--- config.mk ---
export PLATFORM = sky130hd
export DESIGN_NAME = copy_text_field_escaper_flat
export DESIGN_NICKNAME = d
export VERILOG_FILES = /design/src/cte_pkg.sv /design/src/cte_if.sv /design/src/cte_in_stage.sv /design/src/cte_emit.sv /design/src/copy_text_field_escaper.sv /design/src/flat_wrapper.sv
export SDC_FILE = /design/constraint.sdc
export NUM_CORES = 1
export LEC_CHECK = 0
export BUFFER_PORTS_ARGS = -buffer_cell sky130_fd_sc_hd__buf_2
export CORE_UTILIZATION = 50
export CTS_CLUSTER_DIAMETER = 80
export DETAILED_ROUTE_END_ITERATION = 10
export HOLD_SLACK_MARGIN = 0.15
export PLACE_DENSITY = 0.78
export SETUP_SLACK_MARGIN = 0.4
export SLEW_MARGIN = 10
export SYNTH_ARGS = -nofsm -noshare
export SYNTH_HDL_FRONTEND = slang
export SYNTH_SLANG_ARGS = --single-unit
export TNS_END_PERCENT = 5
--- constraint.sdc ---
create_clock -name clk -period 3.2 [get_ports clk]
set_input_delay 0.16 -clock clk [delete_from_list [all_inputs] [get_ports clk]]
set_output_delay 0.16 -clock clk [all_outputs]
set_load 0.01 [all_outputs]
--- src/cte_pkg.sv ---
// Package for the copy text field escaper: item types, character constants
// and the escape encoder used by the emitter.
// Depends on nothing.
`default_nettype none

package cte_pkg;

    localparam logic [7:0] CHAR_BACKSLASH = 8'h5C;
    localparam logic [7:0] CHAR_SPACE     = 8'h20;
    localparam logic [7:0] CHAR_TILDE     = 8'h7E;
    localparam logic [7:0] CHAR_ZERO      = 8'h30;
    localparam logic [7:0] CHAR_UPPER_N   = 8'h4E;
    localparam logic [7:0] CHAR_LOWER_B   = 8'h62;
    localparam logic [7:0] CHAR_LOWER_T   = 8'h74;
    localparam logic [7:0] CHAR_LOWER_N   = 8'h6E;
    localparam logic [7:0] CHAR_LOWER_V   = 8'h76;
    localparam logic [7:0] CHAR_LOWER_F   = 8'h66;
    localparam logic [7:0] CHAR_LOWER_R   = 8'h72;

    localparam logic [7:0] CODE_BS  = 8'd8;
    localparam logic [7:0] CODE_TAB = 8'd9;
    localparam logic [7:0] CODE_LF  = 8'd10;
    localparam logic [7:0] CODE_VT  = 8'd11;
    localparam logic [7:0] CODE_FF  = 8'd12;
    localparam logic [7:0] CODE_CR  = 8'd13;

    localparam logic KIND_DATA = 1'b0;
    localparam logic KIND_NULL = 1'b1;

    localparam int MAX_RUN = 4;
    localparam int IDX_W   = $clog2(MAX_RUN);

    typedef struct packed {
        logic       kind;
        logic [7:0] data_byte;
    } cte_item_t;

    typedef struct packed {
        logic [MAX_RUN-1:0][7:0] bytes;
        logic [IDX_W-1:0]        last_idx;
    } cte_seq_t;

    typedef struct packed {
        logic      valid;
        cte_item_t item;
    } cte_stage_t;

    function automatic logic [7:0] cte_letter(input logic [7:0] c);
        logic [7:0] e;
        unique case (c)
            CODE_BS:        e = CHAR_LOWER_B;
            CODE_TAB:       e = CHAR_LOWER_T;
            CODE_LF:        e = CHAR_LOWER_N;
            CODE_VT:        e = CHAR_LOWER_V;
            CODE_FF:        e = CHAR_LOWER_F;
            CODE_CR:        e = CHAR_LOWER_R;
            CHAR_BACKSLASH: e = CHAR_BACKSLASH;
            default:        e = 8'd0;
        endcase
        return e;
    endfunction

    function automatic cte_seq_t cte_encode(input cte_item_t it);
        cte_seq_t   s;
        logic [7:0] e;
        logic [7:0] c;
        s = '0;
        c = it.data_byte;
        e = cte_letter(c);
        if (it.kind == KIND_NULL)
        begin
            s.bytes[0] = CHAR_BACKSLASH;
            s.bytes[1] = CHAR_UPPER_N;
            s.last_idx = IDX_W'(1);
        end
        else if (e != 8'd0)
        begin
            s.bytes[0] = CHAR_BACKSLASH;
            s.bytes[1] = e;
            s.last_idx = IDX_W'(1);
        end
        else if (c < CHAR_SPACE || c > CHAR_TILDE)
        begin
            s.bytes[0] = CHAR_BACKSLASH;
            s.bytes[1] = CHAR_ZERO + {6'd0, c[7:6]};
            s.bytes[2] = CHAR_ZERO + {5'd0, c[5:3]};
            s.bytes[3] = CHAR_ZERO + {5'd0, c[2:0]};
            s.last_idx = IDX_W'(3);
        end
        else
        begin
            s.bytes[0] = c;
            s.last_idx = IDX_W'(0);
        end
        return s;
    endfunction

endpackage

`default_nettype wire

--- src/cte_if.sv ---
// Valid/ready channel interfaces for field items and escaped text items.
// Depends on nothing.
`default_nettype none

interface cte_field_if;
    logic       valid;
    logic       ready;
    logic       kind;
    logic [7:0] data_byte;

    modport source (output valid, output kind, output data_byte, input ready);
    modport sink   (input valid, input kind, input data_byte, output ready);
endinterface

interface cte_text_if;
    logic       valid;
    logic       ready;
    logic [7:0] out_byte;
    logic       last_of_run;

    modport source (output valid, output out_byte, output last_of_run, input ready);
    modport sink   (input valid, input out_byte, input last_of_run, output ready);
endinterface

`default_nettype wire

--- src/cte_in_stage.sv ---
// Input register for field items, refilled in the cycle the emitter takes it.
// Depends on cte_pkg and cte_field_if.
`default_nettype none

module cte_in_stage (
    input  wire logic              clk,
    input  wire logic              rst_n,
    cte_field_if.sink              field,
    input  wire logic              take,
    output cte_pkg::cte_stage_t    stage
);
    import cte_pkg::*;

    logic      valid_reg;
    logic      valid_next;
    cte_item_t item_reg;
    logic      accept;

    assign field.ready = !valid_reg || take;
    assign accept      = field.valid && field.ready;

    always_comb
    begin
        valid_next = valid_reg;
        if (accept)
            valid_next = 1'b1;
        else if (take)
            valid_next = 1'b0;
    end

    always_ff @(posedge clk or negedge rst_n)
    begin
        if (!rst_n)
            valid_reg <= 1'b0;
        else
            valid_reg <= valid_next;
    end

    always_ff @(posedge clk)
    begin
        if (accept)
        begin
            item_reg.kind      <= field.kind;
            item_reg.data_byte <= field.data_byte;
        end
    end

    assign stage.valid = valid_reg;
    assign stage.item  = item_reg;

endmodule

`default_nettype wire

--- src/cte_emit.sv ---
// Encodes the held field item and sends its escaped bytes one per cycle while text.ready is high.
// Depends on cte_pkg and cte_text_if.
`default_nettype none

module cte_emit (
    input  wire logic              clk,
    input  wire logic              rst_n,
    input  wire cte_pkg::cte_stage_t stage,
    output logic                   take,
    cte_text_if.source             text
);
    import cte_pkg::*;

    logic             valid_reg;
    logic             valid_next;
    cte_seq_t         seq_reg;
    logic [IDX_W-1:0] idx_reg;
    logic [IDX_W-1:0] idx_next;
    logic             is_last;
    logic             free;

    assign is_last = (idx_reg == seq_reg.last_idx);
    assign free    = !valid_reg || (text.ready && is_last);
    assign take    = free && stage.valid;

    always_comb
    begin
        valid_next = valid_reg;
        idx_next   = idx_reg;
        if (free)
        begin
            valid_next = stage.valid;
            idx_next   = '0;
        end
        else if (text.ready)
            idx_next = idx_reg + IDX_W'(1);
    end

    always_ff @(posedge clk or negedge rst_n)
    begin
        if (!rst_n)
        begin
            valid_reg <= 1'b0;
            idx_reg   <= '0;
        end
        else
        begin
            valid_reg <= valid_next;
            idx_reg   <= idx_next;
        end
    end

    always_ff @(posedge clk)
    begin
        if (take)
            seq_reg <= cte_encode(stage.item);
    end

    assign text.valid       = valid_reg;
    assign text.out_byte    = seq_reg.bytes[idx_reg];
    assign text.last_of_run = is_last;

endmodule

`default_nettype wire

--- src/copy_text_field_escaper.sv ---
// Top level of the copy text field escaper: input register plus byte emitter.
// Depends on cte_pkg, cte_if, cte_in_stage and cte_emit.
//
// Usage:
//   field channel: one item per field byte (kind = data) or per null field
//   (kind = null, data_byte ignored). Empty fields send no item.
//   text channel: one item per escaped output byte; last_of_run marks the
//   final byte produced for a field item.
// Path: an accepted field item passes the input register, then the sequence
//   register, before its first output byte is valid; while the emitter is busy
//   it waits in the input register.
// Throughput: one field item per cycle for printable bytes while text.ready
//   is high; an item that escapes to n bytes (n = 2 for letter escapes and
//   null, 4 for octal escapes) holds the emitter until its last byte leaves.
// Reset: clears both valid flags; no items are held afterward.
// Stall: when text.ready is low the current byte holds; the input register
//   keeps accepting until it is full, then field.ready drops.
`default_nettype none

module copy_text_field_escaper (
    input  wire logic  clk,
    input  wire logic  rst_n,
    cte_field_if.sink  field,
    cte_text_if.source text
);
    import cte_pkg::*;

    cte_stage_t stage;
    logic       take;

    cte_in_stage u_in (
        .clk   (clk),
        .rst_n (rst_n),
        .field (field),
        .take  (take),
        .stage (stage)
    );

    cte_emit u_emit (
        .clk   (clk),
        .rst_n (rst_n),
        .stage (stage),
        .take  (take),
        .text  (text)
    );

endmodule

`default_nettype wire

--- src/flat_wrapper.sv ---
// flat-port wrapper written by rule: the top's interface ports become plain ports
module copy_text_field_escaper_flat import cte_pkg::*;
  (clk, rst_n, field_valid, field_kind, field_data_byte, field_ready, text_valid, text_out_byte, text_last_of_run, text_ready);
  cte_field_if field_i ();
  cte_text_if text_i ();
  input  wire logic clk;
  input  wire logic rst_n;
  input wire logic [$bits(field_i.valid)-1:0] field_valid;
  input wire logic [$bits(field_i.kind)-1:0] field_kind;
  input wire logic [$bits(field_i.data_byte)-1:0] field_data_byte;
  output wire logic [$bits(field_i.ready)-1:0] field_ready;
  output wire logic [$bits(text_i.valid)-1:0] text_valid;
  output wire logic [$bits(text_i.out_byte)-1:0] text_out_byte;
  output wire logic [$bits(text_i.last_of_run)-1:0] text_last_of_run;
  input wire logic [$bits(text_i.ready)-1:0] text_ready;
  assign field_i.valid = field_valid;
  assign field_i.kind = field_kind;
  assign field_i.data_byte = field_data_byte;
  assign field_ready = field_i.ready;
  assign text_valid = text_i.valid;
  assign text_out_byte = text_i.out_byte;
  assign text_last_of_run = text_i.last_of_run;
  assign text_i.ready = text_ready;
  copy_text_field_escaper u_core (.clk(clk), .rst_n(rst_n), .field(field_i), .text(text_i));
endmodule
==> results of run 1 <==
-- worst max-delay path, cell delays in order (launching register included) --
cell	delay (ns)
dfrtp_1	0.55
xor2_1	0.23
nor2_1	0.18
a21oi_1	0.18
a21boi_1	0.68
-- cells by family (layout without fill, tap and decap cells) --
| group | count (synthesis) | in the layout | synth area share (%) |
|---|---|---|---|
| AO/OA/AOI/OAI | 21 | 21 | 10.7 |
| XOR/XNOR | 4 | 4 | 2.03 |
| buffers and inverters | 10 | 48 | 3.34 |
| flip-flops | 37 | 37 | 63.3 |
| multiplexers | 5 | 5 | 5.08 |
| other | 1 | 1 | 0.217 |
| AND/OR/NAND/NOR | 45 | 45 | 15.3 |
-- how the worst max path moves through the flow --
stage                                to  slack [ns]  cells after the start
2_1_floorplan  u_core.u_emit.seq_reg[0]        0.63                      5
3_3_place_gp       u_core.u_in.stage[1]        0.85                      4
3_5_place_dp       u_core.u_in.stage[2]        0.76                      4
4_1_cts            u_core.u_in.stage[6]        0.74                      4
5_1_grt            u_core.u_in.stage[6]        0.74                      4
6_report           u_core.u_in.stage[6]        1.02                      4
-- cell usage in the layout, fill, tap and decap left out, types with 2 or more instances in the layout --
| cell | count |
|---|---|
| nor2_1 | 11 |
| xor2_1 | 3 |
| or2_2 | 2 |
| nor2b_1 | 4 |
| dfrtp_1 | 4 |
| a211oi_1 | 3 |
| nand2b_1 | 5 |
| mux2i_1 | 2 |
| mux4_2 | 3 |
| inv_1 | 4 |
| edfxtp_1 | 33 |
| buf_2 | 23 |
| buf_4 | 2 |
| clkbuf_4 | 5 |
| a21oi_1 | 4 |
| nand2_1 | 2 |
| and2_1 | 10 |
| dlygate4sd3_1 | 12 |
| o21ai_0 | 2 |
-- power by group --
group	internal, W	switching, W	leakage (nW)
sequential	0.000690	0.0000948	0.343
combinational	0.000242	0.000274	0.373
clock	0.0000797	0.000134	0.0258
total	0.00101	0.000502	0.742
-- area by class of cell --
class                   count  area share [%]
flip-flops and latches     37            53.6
multi-input cells          76            28.4
repair buffers             37            12.3
well taps                  44            2.71
clock buffers               6            2.03
inverters                   4           0.738
clock inverters             1           0.185
-- repair_timing --
action | CTS | global route
endpoints found under the hold margin | 15 | 0
setup endpoints to repair | 0 | 0
hold buffers | 12 | 0
-- routing by layer --
metal	vias up	global-route usage [%]	share of wire, %
li1	524	-	-
met1	516	19.0	39
met2	39	31.2	53
met3	10	4.69	5.4
met4	0	14.9	3.0
met5	-	0	0
-- through the flow --
step	util (%)	cells	hold WS, ns	setup WS, ns	cell area [sq um]
after global placement	59.3	186	-0.0319	0.849	1870
final	64.5	205	0.176	1.02	2030
after detailed placement	59.3	186	-0.0301	0.756	1870
after global routing	64.5	205	0.153	0.738	2030
after CTS	64.5	205	0.151	0.738	2030
after floorplan	-	123	-0.136	0.634	1720
==> impl_metrics.ini, run 1 <==
[clock_network]
numCtsBuffers = 5
clockBufferDepth = 2
cts_tree = yes
cts_sinks = 37
insertion_delay_ns = 0.33
cts_root_buffer = clkbuf_4
postCtsResizedCells = 0
post_cts_buffers = 0
clk_pin_slew_ns = 0.09
htreeDepth = 2

[route]
routed_wl_mm = 2.84
vias = 1089
drtAntennaViolNets = 0
drc_errors = 0
wire_per_inst_microns = 13.9
drtPass1Iterations = 4
drt-initial-drc-count = 49
via_per_inst = 5.31

[sta]
finalClockSkew_ns = 0.00556
fin_setup_tns_ns = 0
post-route-min-period_ns = 2.18
setup_viol = 0
hold_violations = 0
rsz0062_at_grt = no
max_freq_ghz = 0.458
period_share_pct = 68.2
worst_pin_slew_ns = 0.790
report.final.slew_viol_count = 0
relSlewSlack_pct = 47.2

[setup_path]
required_ns = 3.16
crit_start = u_core.u_emit.idx_reg[1]
timing.rr.end = u_core.u_in.stage[6]
r2r-start = u_core.u_emit.idx_reg[1]
path_class = reg -> reg
critPathMaxFanout = 11
critPathLaunchType = register
ff2ff_path_depth = 4
r2r_setup_slack_ns = 1.02
arrival_ns = 2.15
end_kind = register

[yosys]
syn_area_sq_um = 1720
synthesis.nets = 136
synth_top_area_share_pct = 57.5
synth_ff_type = edfxtp_1
ys_seq_elements = 37
syn_inst = 123
netlist_top_cells_area = edfxtp_1 57%, dfrtp_1 5.8%, mux4_2 3.9%
yosysTopAreaCell = edfxtp_1
syn_avg_cell_area_sq_um = 14.0
yosysSeqAreaShare_pct = 63.3
yosysMostFrequentCell = edfxtp_1
ys_types = 43
yosys_warnings = 0
async_reset_ff_share_pct = 10.8
synth_common_cells = 33 x edfxtp_1, 11 x nor2_1, 10 x and2_1
synth-edff-count = 33

[layout]
multi_input_comb_area_sq_um = 578
largest_reg_flops = 24
drive_gt1_share_pct = 29.2
antenna_cells = 0
seq_area_sq_um = 1090
synthToLayoutAreaGrowth_pct = 18.0
fillCellCount = 243
fin_nets = 174

[worst_hold_path]
hp-class = in -> async

[power]
p_total_w = 0.00151
vdd_drop_max_mv = 0.332
p_leak_nw = 0.742
powerDensity_nw_per_um2 = 744

[floorplanning]
die_y_microns = 60.7
dieWidth_microns = 60.7
die_area_sq_um = 3690
io_pins = 24
rows = 20
coreArea_sq_um = 3150
initial_core_util_pct = 54.7

[global_route]
overflow = 0
grt_start_max_net_pins = 25
grt_pass1_vias = 1084
grt_pass1_wl_mm = 4.55
track_usage_pct = 18.3
antenna_found_initial = 0

[flow_run]
cap_violations = 0

[run_status]
outcome = complete, no violations

[placed_design]
gp_congestion = 0.833
hpwl_mm = 1.89
numPortBuffers = 23
(Power assumes the default switching activity.)
==> run 2, diff against run 1 <==
--- a/config.mk
+++ b/config.mk
@@ -5,12 +5,13 @@
 export SDC_FILE = /design/constraint.sdc
 export NUM_CORES = 1
 export LEC_CHECK = 0
+export ABC_AREA = 1
 export BUFFER_PORTS_ARGS = -buffer_cell sky130_fd_sc_hd__buf_2
 export CORE_UTILIZATION = 50
 export CTS_CLUSTER_DIAMETER = 80
 export DETAILED_ROUTE_END_ITERATION = 10
 export HOLD_SLACK_MARGIN = 0.15
-export PLACE_DENSITY = 0.78
+export PLACE_DENSITY = 0.81
 export SETUP_SLACK_MARGIN = 0.4
 export SLEW_MARGIN = 10
 export SYNTH_ARGS = -nofsm -noshare
==> constraint.sdc (replaced) <==
create_clock -name clk -period 1.9 [get_ports clk]
set_input_delay 0.095 -clock clk [delete_from_list [all_inputs] [get_ports clk]]
set_output_delay 0.095 -clock clk [all_outputs]
set_load 0.01 [all_outputs]
==> run 2 against run 1 <==
Net effect:
- global-route usage rose by 4.2 points
- largest power group is now combinational logic
- highest routed layer unchanged
- total power increased by 110%
- non-clock buffer count rose by 28
- worst hold slack improved by 0.28 ns
- via count increased by 37%
- synthesized cell count up 40%
- combinational power grew to 3.0 times the previous value
- critical path depth grew 3
- setup slack worse by 0.79 ns
==> impl_metrics.ini, run 2 <==
[run_status]
outcome = complete, no violations

[sta]
setup_viol = 0
post-route-min-period_ns = 1.67
worst_pin_slew_ns = 0.660
fin_hold_ws_ns = 0.452
hold_violations = 0
rsz0062_at_grt = yes
period_share_pct = 88.1
relSlewSlack_pct = 55.5
report.final.slew_viol_count = 0
fin_setup_tns_ns = 0
finalClockSkew_ns = 0.0123
max_freq_ghz = 0.597

[power]
p_leak_nw = 1.01
powerDensity_nw_per_um2 = 1310
vdd_drop_max_mv = 0.731

[floorplanning]
dieWidth_microns = 61.2
die_area_sq_um = 3750
rows = 21
io_pins = 24
coreArea_sq_um = 3340
die_y_microns = 61.2
initial_core_util_pct = 52.6

[setup_path]
critPathLaunchType = register
critPathMaxFanout = 4
required_ns = 2.08
ff2ff_path_depth = 7
path_class = reg -> reg
arrival_ns = 1.85
end_kind = register

[flow_run]
cap_violations = 0

[layout]
largest_reg_flops = 24
layoutNonFillerInstCount = 290
synthToLayoutAreaGrowth_pct = 40.6
antenna_cells = 0
final_common_cell = edfxtp_1
final_cell_mix = 33 x edfxtp_1, 25 x nor2_1, 24 x buf_2, 24 x buf_4, 16 x nand2_1
fin_nets = 256
fillCellCount = 246
drive_gt1_share_pct = 42.6

[global_route]
antenna_found_initial = 0
grt_start_max_net_pins = 25
grt_pass1_wl_mm = 5.75
track_usage_pct = 22.5
grt_pass1_vias = 1373
overflow = 0

[yosys]
async_reset_ff_share_pct = 10.8
yosysTopAreaCell = edfxtp_1
netlist_top_cells_area = edfxtp_1 56%, nor2_1 6.8%, dfrtp_1 5.7%
yosysSeqAreaShare_pct = 62.2
synth_top_area_share_pct = 56.5
synth_common_cells = 33 x edfxtp_1, 32 x nor2_1, 23 x nand2_1
syn_inst = 172
ys_seq_elements = 37
yosysMostFrequentCell = edfxtp_1
syn_avg_cell_area_sq_um = 10.2
ys_types = 26
syn_area_sq_um = 1750
synth_fa_ha_area_share_pct = 0
synth-edff-count = 33
synth_top_family_by_area = simple AND/OR/NAND/NOR gates
synth_ff_type = edfxtp_1
synthesis.nets = 185
synth-xor-area-share_pct = 1.50
synth_mux_area_share_pct = 0
synth-simple-area-share_pct = 21.9
yosys_warnings = 0
synth_compound_area_share_pct = 7.13

[route]
drc_errors = 0
via_per_inst = 5.16
drt-initial-drc-count = 87
routed_wl_mm = 4.21
drtAntennaViolNets = 0
wire_per_inst_microns = 14.5
drtPass1Iterations = 4
vias = 1495

[clock_network]
cts_tree = yes
clk_pin_slew_ns = 0.11
clockBufferDepth = 2
cts_root_buffer = clkbuf_4
htreeDepth = 2
numCtsBuffers = 5
insertion_delay_ns = 0.35
cts_sinks = 37

[placed_design]
dp.cells = 239
hpwl_mm = 2.18
gp_congestion = 0.899
numPortBuffers = 23

[worst_hold_path]
hold_path_depth = 2
hp-class = in -> reg
## run 2: changes by cell type after synthesis, moves of 5 or more
| cell | delta |
|---|---|
| nor2_1 | +21 |
| nand3_1 | +5 |
| and2_1 | -10 |
| o22ai_1 | +5 |
| nor2b_1 | -5 |
| nand2_1 | +21 |
| o21ai_0 | +10 |
| inv_1 | +17 |
| nand2b_1 | -5 |
| nor3_1 | +6 |
## run 2: area by class of cell
class | count | area (sq um) | share of cell area [%]
clock buffer | 6 | 41.3 | 1.67
sequential | 37 | 1090 | 44.3
tap | 46 | 57.6 | 2.33
multi-input combinational | 108 | 669 | 27.1
timing repair buffer | 65 | 484 | 19.6
inverter | 25 | 104 | 4.21
clock inverter | 2 | 10.0 | 0.406
timing repair inverter | 1 | 7.51 | 0.304
## run 2: what timing repair did
item | in CTS | in global routing
resized for setup | 17 | 29
pin swaps | 4 | 8
endpoints found under the hold margin | 15 | 0
setup endpoints to repair | 61 | 63
setup buffers | 17 | 9
cloned | 3 | 1
hold buffers | 13 | 0
## run 2: where the power goes
| group | switching [W] | leakage (nW) | internal [W] | total, W |
|---|---|---|---|---|
| Combinational | 0.000888 | 0.634 | 0.000660 | 0.00155 |
| Clock | 0.000256 | 0.0320 | 0.000141 | 0.000397 |
| Sequential | 0.000111 | 0.344 | 0.00117 | 0.00128 |
| Total | 0.00125 | 1.01 | 0.00197 | 0.00323 |
## run 2: stage by stage
| step | setup slack [ns] | util [%] | total power [W] | instance area [sq um] |
|---|---|---|---|---|
| 2_1_floorplan | 0.337 | - | 0.00203 | 1760 |
| 3_3_place_gp | 0.267 | 58.0 | 0.00234 | 1930 |
| 3_5_place_dp | 0.209 | 58.0 | 0.00237 | 1930 |
| 4_1_cts | 0.333 | 68.7 | 0.00304 | 2290 |
| 5_1_grt | 0.141 | 73.9 | 0.00346 | 2470 |
| 6_report | 0.225 | 73.9 | 0.00323 | 2470 |
## run 2: path summary, 6_finish.rpt
path,startpoint,endpoint,slack (ns)
worst max register to register,u_core.u_in.stage[1],u_core.u_emit.seq_reg[3],0.23
worst min register to register,u_core.u_in.valid_reg,u_core.u_emit.text.valid,0.51
worst max-delay path,u_core.u_in.stage[1],u_core.u_emit.seq_reg[3],0.23
worst min-delay path,field_data_byte[2],u_core.u_in.stage[2],0.45
max in group asynchronous,rst_n,u_core.u_emit.idx_reg[1],1.08
min in group asynchronous,rst_n,u_core.u_emit.text.valid,0.64
## run 2: critical path: stages, from the launching register on
cell and delay, ns:
edfxtp_1 0.49, inv_2 0.17, nor2_4 0.06, nand2_1 0.09, nand2_2 0.10, nand2_1 0.07, o21ai_0 0.24, nor3_2 0.29
## run 2: layer usage
metal / global-route usage (%) / up-vias / wire (microns)
li1: - / 724 / -
met1: 24.3 / 699 / 1580
met4: 11.0 / 0 / 80
met3: 5.88 / 10 / 243
met2: 40.7 / 62 / 2300
met5: 0 / - / 0
## run 2: kinds of logic (layout without fill, tap and decap cells)
logic type | count (synthesis) | after routing
XOR/XNOR | 3 | 3
AND/OR/NAND/NOR | 81 | 82
buffers and inverters | 29 | 99
flip-flops | 37 | 37
AO/OA/AOI/OAI | 21 | 22
other | 1 | 1
==> run 3, diff against run 2 <==
--- a/config.mk
+++ b/config.mk
@@ -6,12 +6,12 @@
 export NUM_CORES = 1
 export LEC_CHECK = 0
 export ABC_AREA = 1
-export BUFFER_PORTS_ARGS = -buffer_cell sky130_fd_sc_hd__buf_2
 export CORE_UTILIZATION = 50
 export CTS_CLUSTER_DIAMETER = 80
 export DETAILED_ROUTE_END_ITERATION = 10
+export DONT_BUFFER_PORTS = 1
 export HOLD_SLACK_MARGIN = 0.15
-export PLACE_DENSITY = 0.81
+export PLACE_DENSITY = 0.75
 export SETUP_SLACK_MARGIN = 0.4
 export SLEW_MARGIN = 10
 export SYNTH_ARGS = -nofsm -noshare
==> run 3 against run 2 <==
Net effect:
- utilization down 7.0 points
- die area stayed put
- first-iteration DRC count fell by 43%
- total power decreased by 8.0%
- critical path type unchanged
- largest cell class unchanged
- largest power group is now sequential cells
==> impl_metrics.ini, run 3 (synthesized netlist as in run 2, its figures left out) <==
[layout]
largest_reg_flops = 24
drive_gt1_share_pct = 31.1
final_common_cell = edfxtp_1
synthToLayoutAreaGrowth_pct = 27.2
layoutNonFillerInstCount = 252
final_cell_mix = 33 x edfxtp_1, 24 x nor2_1, 17 x nand2_1, 16 x inv_1, 13 x dlygate4sd3_1
fin_area_sq_um = 2230
antenna_cells = 0
fin_nets = 218

[setup_path]
end_kind = register
critPathMaxFanout = 5
ff2ff_path_depth = 8
path_class = reg -> reg
critPathLaunchType = register
arrival_ns = 1.67
required_ns = 2.00

[sta]
hold_violations = 0
report.final.slew_viol_count = 0
fin_setup_tns_ns = 0
max_freq_ghz = 0.638
relSlewSlack_pct = 62.2
rsz0062_at_grt = yes
finalClockSkew_ns = 0.0104
period_share_pct = 82.4
worst_pin_slew_ns = 0.561
post-route-min-period_ns = 1.57
setup_viol = 0

[route]
via_per_inst = 5.25
drtAntennaViolNets = 0
drtPass1Iterations = 4
drc_errors = 0
drt-initial-drc-count = 50
wire_per_inst_microns = 14.7
routed_wl_mm = 3.71
vias = 1322

[clock_network]
cts_sinks = 37
insertion_delay_ns = 0.34
clk_pin_slew_ns = 0.11
cts_root_buffer = clkbuf_4
clockBufferDepth = 2
numCtsBuffers = 5
htreeDepth = 2
cts_tree = yes

[flow_run]
cap_violations = 0

[placed_design]
gp_congestion = 0.944
dp.cells = 217
hpwl_mm = 2.19
numPortBuffers = 0
placed_cell_area_sq_um = 1830

[run_status]
outcome = complete, no violations

[floorplanning]
dieWidth_microns = 61.2
coreArea_sq_um = 3340
initial_core_util_pct = 52.6
rows = 21
io_pins = 24
die_y_microns = 61.2
die_area_sq_um = 3750

[power]
power.share.clock_pct = 13.2
internal-power_w = 0.00177
seq_power_share_pct = 43.4
powerDensity_nw_per_um2 = 1330
p_sw_w = 0.00120
vdd_drop_max_mv = 0.789
combPwrFrac_pct = 43.5
switching_share_pct = 40.3
p_leak_nw = 0.848

[global_route]
grt_pass1_vias = 1276
overflow = 0
grt_start_max_net_pins = 25
track_usage_pct = 22.0
antenna_found_initial = 0
grt_pass1_wl_mm = 5.68

[worst_hold_path]
hp-class = in -> reg
hold_path_depth = 1
run 3: changes by cell type in the layout (fill, tap and decap cells not counted), moves of 3 or more:
cell / before / now
o21ai_1: 7 / 1
nor2_2: 4 / 7
buf_4: 24 / 9
buf_2: 24 / 0
o21ai_0: 5 / 11
run 3: power groups by stage:
stage	clock network, W	registers, W	logic, W
floorplan	0	0.00127	0.000757
global placement	0	0.00129	0.000939
detailed placement	0	0.00130	0.000968
CTS	0.000401	0.00128	0.00116
global route	0.000427	0.00131	0.00141
finish	0.000392	0.00129	0.00129
run 3: through the flow:
stage	power [W]	worst slack [ns]	utilization, %	hold slack [ns]
after CTS	0.00285	0.341	63.7	0.358
after detailed placement	0.00226	0.180	54.7	-0.201
after floorplan	0.00203	0.337	-	-0.201
final	0.00297	0.334	66.9	0.374
after global routing	0.00315	0.222	66.9	0.352
after global placement	0.00222	0.238	54.7	-0.201
run 3: timing repair:
item	4_1_cts	5_1_grt
cloned	1	1
setup buffers	8	4
hold buffers	13	0
endpoints found under the hold margin	26	0
endpoints found under the setup margin	39	63
gates resized for setup	19	19
pin swaps	2	6
run 3: final timing paths:
check                                           end             startpoint  slack (ns)
setup / recovery           u_core.u_emit.seq_reg[5]   u_core.u_in.stage[2]        0.33
hold / removal                 u_core.u_in.stage[1]     field_data_byte[1]        0.37
setup reg to reg           u_core.u_emit.seq_reg[5]   u_core.u_in.stage[2]        0.33
hold reg to reg            u_core.u_emit.text.valid  u_core.u_in.valid_reg        0.56
max in group asynchronous  u_core.u_emit.idx_reg[1]                  rst_n        1.15
min in group asynchronous  u_core.u_emit.idx_reg[1]                  rst_n        0.56
run 3: worst max-delay path: stages (launching register included):
cell and delay, ns:
edfxtp_1 0.45, nand2_2 0.12, inv_1 0.06, nand2_1 0.09
nand2_1 0.10, nand2_2 0.11, nand4_4 0.15, inv_2 0.15
nand3_1 0.09
run 3: final cells by class:
| cell class | count | area, sq um |
|---|---|---|
| timing repair inverter | 2 | 15.0 |
| sequential | 37 | 1090 |
| timing repair buffer | 28 | 278 |
| inverter | 25 | 101 |
| multi-input combinational | 106 | 636 |
| clock buffer | 6 | 41.3 |
| clock inverter | 2 | 10.0 |
| fill | 252 | 1110 |
| tap | 46 | 57.6 |
run 3: layer usage:
layer | up-vias | track usage [%] | part of all wire [%]
met5 | - | 0 | 0
met4 | 0 | 12.0 | 1.8
met3 | 8 | 4.62 | 4.1
met2 | 36 | 40.4 | 55
met1 | 635 | 23.5 | 40
li1 | 643 | - | -
